[src/rtl/core/postfix_stack_evaluator_top_macros.svh]
// ============================================================================
// Assertion macros for the postfix stack evaluator
// Shared shorthand for the concurrent checks at the end of the top level.
// ============================================================================
`ifndef POSTFIX_STACK_EVALUATOR_TOP_MACROS_SVH
`define POSTFIX_STACK_EVALUATOR_TOP_MACROS_SVH

// Same-cycle implication, disabled while reset is asserted
`define PSE_ASSERT_IMP(label, clk, rst_n, ante, cons, msg) \
    label: assert property (@(posedge clk) disable iff (!rst_n) (ante) |-> (cons)) \
        else $error(msg);

// Next-cycle implication, disabled while reset is asserted
`define PSE_ASSERT_NXT(label, clk, rst_n, ante, cons, msg) \
    label: assert property (@(posedge clk) disable iff (!rst_n) (ante) |=> (cons)) \
        else $error(msg);

`endif

[src/rtl/core/pse_pkg.sv]
// ============================================================================
// Postfix stack evaluator package
// Sizes, codes, controller states and the command/status bundles.
// ============================================================================
package pse_pkg;

    // Stack geometry
    localparam int STACK_DEPTH = 16;
    localparam int DEPTH_W     = $clog2(STACK_DEPTH + 1);
    localparam int IDX_W       = $clog2(STACK_DEPTH);
    localparam int DATA_W      = 32;

    // Stream sideband widths
    localparam int IN_USER_W   = 5;
    localparam int OUT_USER_W  = 3;

    // Item kinds
    localparam logic [1:0] OPC_PUSH  = 2'd0;
    localparam logic [1:0] OPC_APPLY = 2'd1;
    localparam logic [1:0] OPC_END   = 2'd2;

    // Operators
    localparam logic [2:0] OP_ADD = 3'd0;
    localparam logic [2:0] OP_SUB = 3'd1;
    localparam logic [2:0] OP_MUL = 3'd2;
    localparam logic [2:0] OP_DIV = 3'd3;
    localparam logic [2:0] OP_XOR = 3'd4;
    localparam logic [2:0] OP_REM = 3'd5;
    localparam logic [2:0] OP_OR  = 3'd6;
    localparam logic [2:0] OP_AND = 3'd7;

    // Sticky error codes
    localparam logic [1:0] ERR_NONE      = 2'd0;
    localparam logic [1:0] ERR_UNDERFLOW = 2'd1;
    localparam logic [1:0] ERR_OVERFLOW  = 2'd2;
    localparam logic [1:0] ERR_DIVZERO   = 2'd3;

    // Controller states
    typedef enum logic [3:0] {
        S_IDLE,
        S_RD_B,
        S_RD_A,
        S_LOAD_A,
        S_EXEC,
        S_DIV,
        S_WRITE,
        S_EMIT_RD,
        S_EMIT_OUT
    } t_state;

    // Controller to datapath
    typedef struct packed {
        logic       cap_op;     // latch operator of the accepted item
        logic       push;       // write operand at depth, depth + 1
        logic       flag_en;    // raise sticky error if none yet
        logic [1:0] flag_code;
        logic       rd_en;      // read stack into the read register
        logic       rd_second;  // 0: entry below depth, 1: two below depth
        logic       cap_b;      // right operand from read register
        logic       cap_a;      // left operand from read register
        logic       exec;       // result from the single-cycle ALU
        logic       div_start;
        logic       div_cap;    // result from the divider
        logic       wr_res;     // write result two below depth, depth - 1
        logic       out_load;   // load output register with the top entry
    } t_cmd;

    // Datapath to controller
    typedef struct packed {
        logic full;
        logic lt2;
        logic depth_zero;
        logic last_entry;
        logic err_zero;
        logic div_op;
        logic b_zero;
        logic div_done;
        logic out_free;
    } t_status;

endpackage

[src/rtl/core/pse_div.sv]
// ============================================================================
// Signed divider
// Restoring division on magnitudes, one quotient bit per cycle, with the
// sign fix applied on the outputs. Truncates toward zero.
// ============================================================================
module pse_div (
    input  logic                       i_clk,
    input  logic                       i_rst_n,
    input  logic                       i_start,
    input  logic [pse_pkg::DATA_W-1:0] i_dividend,
    input  logic [pse_pkg::DATA_W-1:0] i_divisor,
    output logic                       o_done,
    output logic [pse_pkg::DATA_W-1:0] o_quotient,
    output logic [pse_pkg::DATA_W-1:0] o_remainder
);
    import pse_pkg::*;

    localparam int CNT_W = $clog2(DATA_W);

    logic              r_busy;
    logic              r_done;
    logic [CNT_W-1:0]  r_cnt;
    logic [DATA_W-1:0] r_quo;
    logic [DATA_W-1:0] r_rem;
    logic [DATA_W-1:0] r_den;
    logic              r_neg_q;
    logic              r_neg_r;

    logic [DATA_W-1:0] w_mag_a;
    logic [DATA_W-1:0] w_mag_b;
    logic [DATA_W:0]   w_shift;
    logic [DATA_W:0]   w_diff;

    // Magnitudes of the operands
    assign w_mag_a = i_dividend[DATA_W-1] ? (~i_dividend + DATA_W'(1)) : i_dividend;
    assign w_mag_b = i_divisor[DATA_W-1]  ? (~i_divisor  + DATA_W'(1)) : i_divisor;

    // One restoring step
    assign w_shift = {r_rem, r_quo[DATA_W-1]};
    assign w_diff  = w_shift - {1'b0, r_den};

    // Step control
    always_ff @(posedge i_clk) begin
        if (!i_rst_n) begin
            r_busy <= 1'b0;
            r_done <= 1'b0;
            r_cnt  <= '0;
        end else begin
            r_done <= 1'b0;
            if (i_start) begin
                r_busy <= 1'b1;
                r_cnt  <= '0;
            end else if (r_busy) begin
                r_cnt <= r_cnt + CNT_W'(1);
                if (r_cnt == CNT_W'(DATA_W - 1)) begin
                    r_busy <= 1'b0;
                    r_done <= 1'b1;
                end
            end
        end
    end

    // Quotient and partial remainder
    always_ff @(posedge i_clk) begin
        if (i_start) begin
            r_quo   <= w_mag_a;
            r_rem   <= '0;
            r_den   <= w_mag_b;
            r_neg_q <= i_dividend[DATA_W-1] ^ i_divisor[DATA_W-1];
            r_neg_r <= i_dividend[DATA_W-1];
        end else if (r_busy) begin
            if (!w_diff[DATA_W]) begin
                r_rem <= w_diff[DATA_W-1:0];
                r_quo <= {r_quo[DATA_W-2:0], 1'b1};
            end else begin
                r_rem <= w_shift[DATA_W-1:0];
                r_quo <= {r_quo[DATA_W-2:0], 1'b0};
            end
        end
    end

    // Restore signs
    assign o_done      = r_done;
    assign o_quotient  = r_neg_q ? (~r_quo + DATA_W'(1)) : r_quo;
    assign o_remainder = r_neg_r ? (~r_rem + DATA_W'(1)) : r_rem;

endmodule

[src/rtl/core/pse_datapath.sv]
// ============================================================================
// Postfix stack evaluator datapath
// Stack memory, depth and sticky error, operand registers, ALU, divider
// and the output register.
// ============================================================================
module pse_datapath (
    input  logic                         i_clk,
    input  logic                         i_rst_n,
    input  pse_pkg::t_cmd                i_cmd,
    output pse_pkg::t_status             o_status,
    input  logic [pse_pkg::DATA_W-1:0]   i_operand,
    input  logic [2:0]                   i_operator,
    output logic                         o_out_valid,
    input  logic                         i_out_ready,
    output logic [pse_pkg::DATA_W-1:0]   o_value,
    output logic                         o_stack_empty,
    output logic [1:0]                   o_error_code,
    output logic                         o_last
);
    import pse_pkg::*;

    logic [DATA_W-1:0]  r_mem [STACK_DEPTH];
    logic [DATA_W-1:0]  r_rdata;
    logic [DEPTH_W-1:0] r_depth;
    logic [1:0]         r_err;
    logic [2:0]         r_op;
    logic [DATA_W-1:0]  r_a;
    logic [DATA_W-1:0]  r_b;
    logic [DATA_W-1:0]  r_res;
    logic               r_out_valid;
    logic [DATA_W-1:0]  r_out_value;
    logic               r_out_empty;
    logic [1:0]         r_out_err;
    logic               r_out_last;

    logic [DEPTH_W-1:0] w_dm1;
    logic [DEPTH_W-1:0] w_dm2;
    logic [IDX_W-1:0]   w_rd_addr;
    logic [IDX_W-1:0]   w_wr_addr;
    logic [DATA_W-1:0]  w_wr_data;
    logic               w_wr_en;
    logic [DATA_W-1:0]  w_alu;
    logic               w_div_done;
    logic [DATA_W-1:0]  w_quo;
    logic [DATA_W-1:0]  w_rem;

    assign w_dm1 = r_depth - DEPTH_W'(1);
    assign w_dm2 = r_depth - DEPTH_W'(2);

    // Stack port addressing
    assign w_rd_addr = i_cmd.rd_second ? w_dm2[IDX_W-1:0] : w_dm1[IDX_W-1:0];
    assign w_wr_en   = i_cmd.push || i_cmd.wr_res;
    assign w_wr_addr = i_cmd.push ? r_depth[IDX_W-1:0] : w_dm2[IDX_W-1:0];
    assign w_wr_data = i_cmd.push ? i_operand : r_res;

    // Stack memory, registered read
    always_ff @(posedge i_clk) begin
        if (w_wr_en) begin
            r_mem[w_wr_addr] <= w_wr_data;
        end
        if (i_cmd.rd_en) begin
            r_rdata <= r_mem[w_rd_addr];
        end
    end

    // Depth and sticky error
    always_ff @(posedge i_clk) begin
        if (!i_rst_n) begin
            r_depth <= '0;
            r_err   <= ERR_NONE;
        end else begin
            if (i_cmd.push) begin
                r_depth <= r_depth + DEPTH_W'(1);
            end else if (i_cmd.wr_res) begin
                r_depth <= w_dm1;
            end else if (i_cmd.out_load && (r_depth != '0)) begin
                r_depth <= w_dm1;
            end
            if (i_cmd.out_load && (r_depth <= DEPTH_W'(1))) begin
                r_err <= ERR_NONE;
            end else if (i_cmd.flag_en && (r_err == ERR_NONE)) begin
                r_err <= i_cmd.flag_code;
            end
        end
    end

    // Single-cycle operations; divide and remainder here only for a zero divisor
    always_comb begin
        unique case (r_op)
            OP_ADD:  w_alu = r_a + r_b;
            OP_SUB:  w_alu = r_a - r_b;
            OP_MUL:  w_alu = r_a * r_b;
            OP_DIV:  w_alu = '0;
            OP_XOR:  w_alu = r_a ^ r_b;
            OP_REM:  w_alu = '0;
            OP_OR:   w_alu = r_a | r_b;
            OP_AND:  w_alu = r_a & r_b;
            default: w_alu = '0;
        endcase
    end

    pse_div u_div (
        .i_clk       (i_clk),
        .i_rst_n     (i_rst_n),
        .i_start     (i_cmd.div_start),
        .i_dividend  (r_a),
        .i_divisor   (r_b),
        .o_done      (w_div_done),
        .o_quotient  (w_quo),
        .o_remainder (w_rem)
    );

    // Operator, operands and result
    always_ff @(posedge i_clk) begin
        if (i_cmd.cap_op) begin
            r_op <= i_operator;
        end
        if (i_cmd.cap_b) begin
            r_b <= r_rdata;
        end
        if (i_cmd.cap_a) begin
            r_a <= r_rdata;
        end
        if (i_cmd.exec) begin
            r_res <= w_alu;
        end else if (i_cmd.div_cap) begin
            r_res <= (r_op == OP_REM) ? w_rem : w_quo;
        end
    end

    // Output register: hold until the transfer completes
    always_ff @(posedge i_clk) begin
        if (!i_rst_n) begin
            r_out_valid <= 1'b0;
        end else if (i_cmd.out_load) begin
            r_out_valid <= 1'b1;
        end else if (i_out_ready) begin
            r_out_valid <= 1'b0;
        end
    end

    always_ff @(posedge i_clk) begin
        if (i_cmd.out_load) begin
            r_out_value <= (r_depth == '0) ? '0 : r_rdata;
            r_out_empty <= (r_depth == '0);
            r_out_err   <= r_err;
            r_out_last  <= (r_depth <= DEPTH_W'(1));
        end
    end

    // Status toward the controller
    always_comb begin
        o_status.full       = (r_depth >= DEPTH_W'(STACK_DEPTH));
        o_status.lt2        = (r_depth < DEPTH_W'(2));
        o_status.depth_zero = (r_depth == '0);
        o_status.last_entry = (r_depth <= DEPTH_W'(1));
        o_status.err_zero   = (r_err == ERR_NONE);
        o_status.div_op     = (r_op == OP_DIV) || (r_op == OP_REM);
        o_status.b_zero     = (r_b == '0);
        o_status.div_done   = w_div_done;
        o_status.out_free   = !r_out_valid || i_out_ready;
    end

    assign o_out_valid   = r_out_valid;
    assign o_value       = r_out_value;
    assign o_stack_empty = r_out_empty;
    assign o_error_code  = r_out_err;
    assign o_last        = r_out_last;

endmodule

[src/rtl/core/pse_ctrl.sv]
// ============================================================================
// Postfix stack evaluator controller
// Sequences pushes, operator reads and writes, divides and the end-of-
// expression drain of the stack.
// ============================================================================
module pse_ctrl (
    input  logic               i_clk,
    input  logic               i_rst_n,
    input  logic               i_in_valid,
    input  logic [1:0]         i_opcode,
    output logic               o_in_ready,
    input  pse_pkg::t_status   i_status,
    output pse_pkg::t_cmd      o_cmd
);
    import pse_pkg::*;

    t_state r_state;
    t_state n_state;
    logic   w_accept;

    assign o_in_ready = (r_state == S_IDLE);
    assign w_accept   = i_in_valid && o_in_ready;

    // State register
    always_ff @(posedge i_clk) begin
        if (!i_rst_n) begin
            r_state <= S_IDLE;
        end else begin
            r_state <= n_state;
        end
    end

    // Next state
    always_comb begin
        n_state = r_state;
        unique case (r_state)
            S_IDLE: begin
                if (w_accept) begin
                    if ((i_opcode == OPC_APPLY) && !i_status.lt2) begin
                        n_state = S_RD_B;
                    end else if (i_opcode == OPC_END) begin
                        n_state = S_EMIT_RD;
                    end
                end
            end
            S_RD_B:   n_state = S_RD_A;
            S_RD_A:   n_state = S_LOAD_A;
            S_LOAD_A: n_state = S_EXEC;
            S_EXEC: begin
                if (i_status.div_op && !i_status.b_zero) begin
                    n_state = S_DIV;
                end else begin
                    n_state = S_WRITE;
                end
            end
            S_DIV: begin
                if (i_status.div_done) begin
                    n_state = S_WRITE;
                end
            end
            S_WRITE:   n_state = S_IDLE;
            S_EMIT_RD: n_state = S_EMIT_OUT;
            S_EMIT_OUT: begin
                if (i_status.out_free) begin
                    n_state = i_status.last_entry ? S_IDLE : S_EMIT_RD;
                end
            end
            default: n_state = S_IDLE;
        endcase
    end

    // Commands
    always_comb begin
        o_cmd = '0;
        unique case (r_state)
            S_IDLE: begin
                o_cmd.cap_op = w_accept;
                if (w_accept && (i_opcode == OPC_PUSH)) begin
                    if (i_status.full) begin
                        o_cmd.flag_en   = 1'b1;
                        o_cmd.flag_code = ERR_OVERFLOW;
                    end else begin
                        o_cmd.push = 1'b1;
                    end
                end
                if (w_accept && (i_opcode == OPC_APPLY) && i_status.lt2) begin
                    o_cmd.flag_en   = 1'b1;
                    o_cmd.flag_code = ERR_UNDERFLOW;
                end
            end
            S_RD_B: begin
                o_cmd.rd_en = 1'b1;
            end
            S_RD_A: begin
                o_cmd.cap_b     = 1'b1;
                o_cmd.rd_en     = 1'b1;
                o_cmd.rd_second = 1'b1;
            end
            S_LOAD_A: begin
                o_cmd.cap_a = 1'b1;
            end
            S_EXEC: begin
                if (i_status.div_op && !i_status.b_zero) begin
                    o_cmd.div_start = 1'b1;
                end else begin
                    o_cmd.exec = 1'b1;
                end
                if (i_status.div_op && i_status.b_zero) begin
                    o_cmd.flag_en   = 1'b1;
                    o_cmd.flag_code = ERR_DIVZERO;
                end
            end
            S_DIV: begin
                o_cmd.div_cap = i_status.div_done;
            end
            S_WRITE: begin
                o_cmd.wr_res = 1'b1;
            end
            S_EMIT_RD: begin
                o_cmd.rd_en = 1'b1;
            end
            S_EMIT_OUT: begin
                o_cmd.out_load = i_status.out_free;
            end
            default: o_cmd = '0;
        endcase
    end

endmodule

[src/rtl/core/postfix_stack_evaluator_top.sv]
// ============================================================================
// Postfix stack evaluator, top level
// Evaluates reverse Polish expressions on a stack of signed 32-bit values
// and drains the stack top first at the end of each expression.
// ============================================================================
//
//  Channel  | Direction | Payload
//  ---------+-----------+-------------------------------------------------
//  s_axis   | in        | tdata: operand; tuser: opcode, operator
//  m_axis   | out       | tdata: value; tuser: stack_empty, error_code;
//           |           | tlast: last
//
// A push is taken in the idle state. An operator reads both operands,
// runs the ALU, or the one-bit-per-cycle divider for divide and remainder,
// and writes the result back. An end item emits each entry (an empty stack
// counts as one entry), waiting while m_axis_tready stays low; a finished
// result waits in the output register while new items are taken.
// Synchronous active-low reset clears the depth, the error code and the
// controller; the stack memory itself is not cleared.
//
module postfix_stack_evaluator_top (
    input  logic                                 i_clk,
    input  logic                                 i_rst_n,
    input  logic                                 s_axis_tvalid,
    output logic                                 s_axis_tready,
    input  logic signed [pse_pkg::DATA_W-1:0]    s_axis_tdata,   // [31:0] operand
    input  logic [pse_pkg::IN_USER_W-1:0]        s_axis_tuser,   // [1:0] opcode, [4:2] operator
    output logic                                 m_axis_tvalid,
    input  logic                                 m_axis_tready,
    output logic signed [pse_pkg::DATA_W-1:0]    m_axis_tdata,   // [31:0] value
    output logic [pse_pkg::OUT_USER_W-1:0]       m_axis_tuser,   // [0] stack_empty, [2:1] error_code
    output logic                                 m_axis_tlast
);
    import pse_pkg::*;

    `include "postfix_stack_evaluator_top_macros.svh"

    t_cmd              w_cmd;
    t_status           w_status;
    logic [DATA_W-1:0] w_value;
    logic              w_empty;
    logic [1:0]        w_err;

    pse_ctrl u_ctrl (
        .i_clk      (i_clk),
        .i_rst_n    (i_rst_n),
        .i_in_valid (s_axis_tvalid),
        .i_opcode   (s_axis_tuser[1:0]),
        .o_in_ready (s_axis_tready),
        .i_status   (w_status),
        .o_cmd      (w_cmd)
    );

    pse_datapath u_datapath (
        .i_clk         (i_clk),
        .i_rst_n       (i_rst_n),
        .i_cmd         (w_cmd),
        .o_status      (w_status),
        .i_operand     (s_axis_tdata),
        .i_operator    (s_axis_tuser[4:2]),
        .o_out_valid   (m_axis_tvalid),
        .i_out_ready   (m_axis_tready),
        .o_value       (w_value),
        .o_stack_empty (w_empty),
        .o_error_code  (w_err),
        .o_last        (m_axis_tlast)
    );

    // Pack the result
    assign m_axis_tdata = w_value;
    assign m_axis_tuser = {w_err, w_empty};

    // Checks
    `PSE_ASSERT_IMP(a_load_free, i_clk, i_rst_n, w_cmd.out_load, w_status.out_free, "result loaded over a pending transfer")
    `PSE_ASSERT_NXT(a_end_blocks, i_clk, i_rst_n, s_axis_tvalid && s_axis_tready && (s_axis_tuser[1:0] == OPC_END), !s_axis_tready, "input taken during drain")
    `PSE_ASSERT_NXT(a_drain_clears, i_clk, i_rst_n, w_cmd.out_load && w_status.last_entry, w_status.depth_zero && w_status.err_zero, "stack not cleared after final result")
    `PSE_ASSERT_IMP(a_one_writer, i_clk, i_rst_n, 1'b1, $onehot0({w_cmd.push, w_cmd.wr_res, w_cmd.out_load}), "conflicting stack updates")

endmodule
[config.mk]
export PLATFORM = sky130hd
export DESIGN_NAME = postfix_stack_evaluator_top
export DESIGN_NICKNAME = d
export VERILOG_FILES = /design/src/rtl/core/pse_pkg.sv /design/src/rtl/core/pse_div.sv /design/src/rtl/core/pse_datapath.sv /design/src/rtl/core/pse_ctrl.sv /design/src/rtl/core/postfix_stack_evaluator_top.sv
export VERILOG_INCLUDE_DIRS = /design/src /design/src/rtl/core
export SDC_FILE = /design/constraint.sdc
export NUM_CORES = 2
export LEC_CHECK = 0
export BUFFER_PORTS_ARGS = -buffer_cell sky130_fd_sc_hd__buf_2
export CORE_ASPECT_RATIO = 0.7
export CORE_MARGIN = 2
export CORE_UTILIZATION = 35
export CTS_BUF_LIST = sky130_fd_sc_hd__clkbuf_8
export DETAILED_ROUTE_END_ITERATION = 16
export PLACE_DENSITY = 0.57
export SETUP_SLACK_MARGIN = 0.1
export SLEW_MARGIN = 30
export SYNTH_ARGS = -nofsm -noshare
export SYNTH_HDL_FRONTEND = slang
export SYNTH_SLANG_ARGS = --single-unit
[constraint.sdc]
create_clock -name i_clk -period 7.22 [get_ports i_clk]
set_clock_uncertainty 0.05 [all_clocks]
set_input_delay 2.166 -clock i_clk [delete_from_list [all_inputs] [get_ports i_clk]]
set_output_delay 2.166 -clock i_clk [all_outputs]
set_load 0.02 [all_outputs]
==> flow_summary.yaml <==
timing:
  fin_tns_setup_ns: -0.535
  worst_slew_pin_slew_ns: 0.990
  grt_setup_unrepaired: "true"
  clock.fmax_mhz: 136
  fin_crit_sh_pct: 102
  setup-violations-final: 6
  hold_violations: 0
  max_slew_margin_pct: 33.6
  slew_viol_final: 0
  fin_crit_ns: 7.35
  post-route-worst-setup-slack_ns: -0.126
run_status:
  status: "finished, violations left"
  violations: "negative setup slack"
cts:
  clk_pin_slew_ns: 0.07
  cts.sinks: 796
  clk-insertion-delay-late_ns: 0.83
  cts_max_path_buffers: 3
  cts_made_buffers: 114
  htreeDepth: 3
  root_buffer: "clkbuf_8"
  cts_tree: "yes"
drt:
  drt_wl_total_mm: 185
  dr.pass1.iters: 5
  drc: 0
  via_per_inst: 5.36
  drtIter0Drc: 4889
  vias: 38700
  antenna_left: 0
  post_drt_wl_per_cell_um: 25.6
layout:
  final_nets: 5826
  drive_gt1_share_pct: 20.8
  fin_cells: 7222
  syn2layout_area_growth_pct: 17.4
floorplan:
  die_area_um2: 157000
  pin_count: 79
  start_util_pct: 35.2
  coreArea_um2: 153000
  rows: 120
  die_w_um: 473
  die_h_um: 332
critical_path:
  rrSetupSlack_ns: -0.13
  cpMaxStageDelayCell: "fa_1"
  end_kind: "flop"
  crit_arrival_ns: 7.83
  critical_path_class: "reg2reg"
  worst-path-buf-inv: 9
  start_kind: "flop"
  reg2regPathDepth: 30
  cp.depth: 30
  slowest_delay_ns: 0.58
  cp_common_cell: "fa_1"
  cp_top_family: "adder cells"
  path_max_fanout: 3
  worst_ep_required_time_ns: 7.71
min_path:
  holdCritPathClass: "reg2reg"
  whs_path_depth: 0
synth:
  synth_top_area_share_pct: 41.6
  avgSynthCellArea_um2: 11.5
  synth_top_cell_by_area: "edfxtp_1"
  synth-seq-area-share_pct: 43.5
  synth_edf_count: 745
  async_reset_ff_share_pct: 0
  synth_nets: 5405
  synth.cell_area_um2: 53800
  synth_commonest_cells: "edfxtp_1 (745), nand2_1 (547), nor2_1 (481), inv_1 (478), fa_1 (410)"
  syn_inst: 4692
  ys.flop_type: "edfxtp_1"
  yosysMostFrequentCell: "edfxtp_1"
  synth_cell_types: 92
  ys_seq_elements: 796
  synth_area_leaders: "edfxtp_1 (42%), fa_1 (15%), ha_1 (6.1%)"
  synth-warning-count: 0
global_route:
  overflow: 0
  grt_pass1_vias: 37400
  grt_antenna_before_repair: 7
  track_usage_pct: 23.4
  grt_max_degree: 109
  grt_first_pass_wirelength_mm: 267
place:
  port_buffers: 78
  dp.cells: 6964
  dp_hpwl_mm: 138
  gp_congestion: 0.985
flow_run:
  timing.max_cap.violations: 0
## area by class of cell
type                            instances  area (um^2)
Clock buffer                          120         1650
Sequential cell                       796        23400
Clock inverter                         90          559
Fill cell                           14400        89600
Timing Repair Buffer                  545         4400
Antenna cell                            2         5.00
Inverter                              509         1980
Multi-Input combinational cell       3147        28600
Tap cell                             2013         2520
## kinds of logic (layout without fill, tap and decap cells)
| group | count (synthesis) | in the layout | synth area share (%) |
|---|---|---|---|
| and+or+nand+nor | 1291 | 1291 | 10.4 |
| DFF | 796 | 796 | 43.5 |
| buffers and inverters | 749 | 1264 | 5.37 |
| AOI/OAI and AO/OA | 711 | 711 | 8.29 |
| adders and majority gates | 672 | 672 | 21.4 |
| xor gates and xnor gates | 292 | 292 | 4.77 |
| muxes | 181 | 181 | 6.35 |
| other | 0 | 2 | 0 |
## per-stage QoR
| stage | hold WS [ns] | cell area (um^2) | setup WS [ns] | util, % |
|---|---|---|---|---|
| after floorplan | 0.382 | 54300 | 0.104 | - |
| after global placement | 0.398 | 59600 | -0.359 | 39.0 |
| after detailed placement | 0.405 | 59600 | -0.394 | 39.1 |
| after CTS | 0.419 | 62600 | -0.0594 | 41.0 |
| after global routing | 0.430 | 63100 | -0.347 | 41.3 |
| final | 0.415 | 63100 | -0.126 | 41.3 |
## per-layer routing
layer  up-vias  GRT usage (%)  part of all wire [%]  wire, um
li1      17000              -                     -         -
met1     19500           37.3                    47     86100
met2      1958           30.3                    39     71300
met3       197           7.71                    13     23700
met4         6           4.46                   1.9      3550
met5         -              0                  0.12       231
## state kept, by name, indices dropped and copies added (netlist names), 3 cells and up
signal	cells
u_datapath.u_div.r_den	32
u_datapath.r_a	32
u_datapath.o_value	32
u_datapath.r_mem	512
u_datapath.r_b	32
u_datapath.u_div.r_cnt	5
u_datapath.r_res	32
u_datapath.u_div.r_quo	32
u_ctrl.r_state	4
u_datapath.r_op	3
u_datapath.r_rdata	32
u_datapath.u_div.r_rem	32
u_datapath.r_depth	5
## cell usage in the layout (no fill, tap or decap), types with 20 or more instances in the layout
cell type	n
nand3_1	26
a21o_1	38
buf_6	25
inv_2	38
nor2_4	24
buf_2	79
ha_1	237
fa_1	376
a21oi_1	176
xnor2_1	208
nor2b_1	86
clkinv_1	39
clkbuf_8	120
nand2_1	543
nand2b_1	23
nor2_1	439
inv_1	476
edfxtp_1	745
dfxtp_1	50
xor2_1	76
a211oi_1	65
mux4_2	128
fa_2	34
buf_4	407
mux2i_1	50
o21ai_0	181
o21a_1	20
o211ai_1	21
o41ai_1	22
o31ai_1	36
buf_12	29
## timing repair
action | 4_1_cts | 5_1_grt
pin swaps | 81 | 57
buffers inserted | 38 | 7
endpoints found under the setup margin | 20 | 20
resized for setup | 118 | 103
hold buffers | 0 | 0
## worst paths after layout
kind                                    startpoint                                   end
setup / recovery       u_datapath.r_b[4]$_DFFE_PP_        u_datapath.r_res[27]$_DFFE_PP_
hold / removal    u_datapath.r_err[0]$_SDFFE_PP0P_  u_datapath.o_error_code[0]$_DFFE_PP_
setup reg to reg       u_datapath.r_b[4]$_DFFE_PP_        u_datapath.r_res[27]$_DFFE_PP_
hold reg to reg   u_datapath.r_err[0]$_SDFFE_PP0P_  u_datapath.o_error_code[0]$_DFFE_PP_
Power is not shown: default switching activity piles up to over one toggle a cycle in this logic, so the estimate is an artifact.
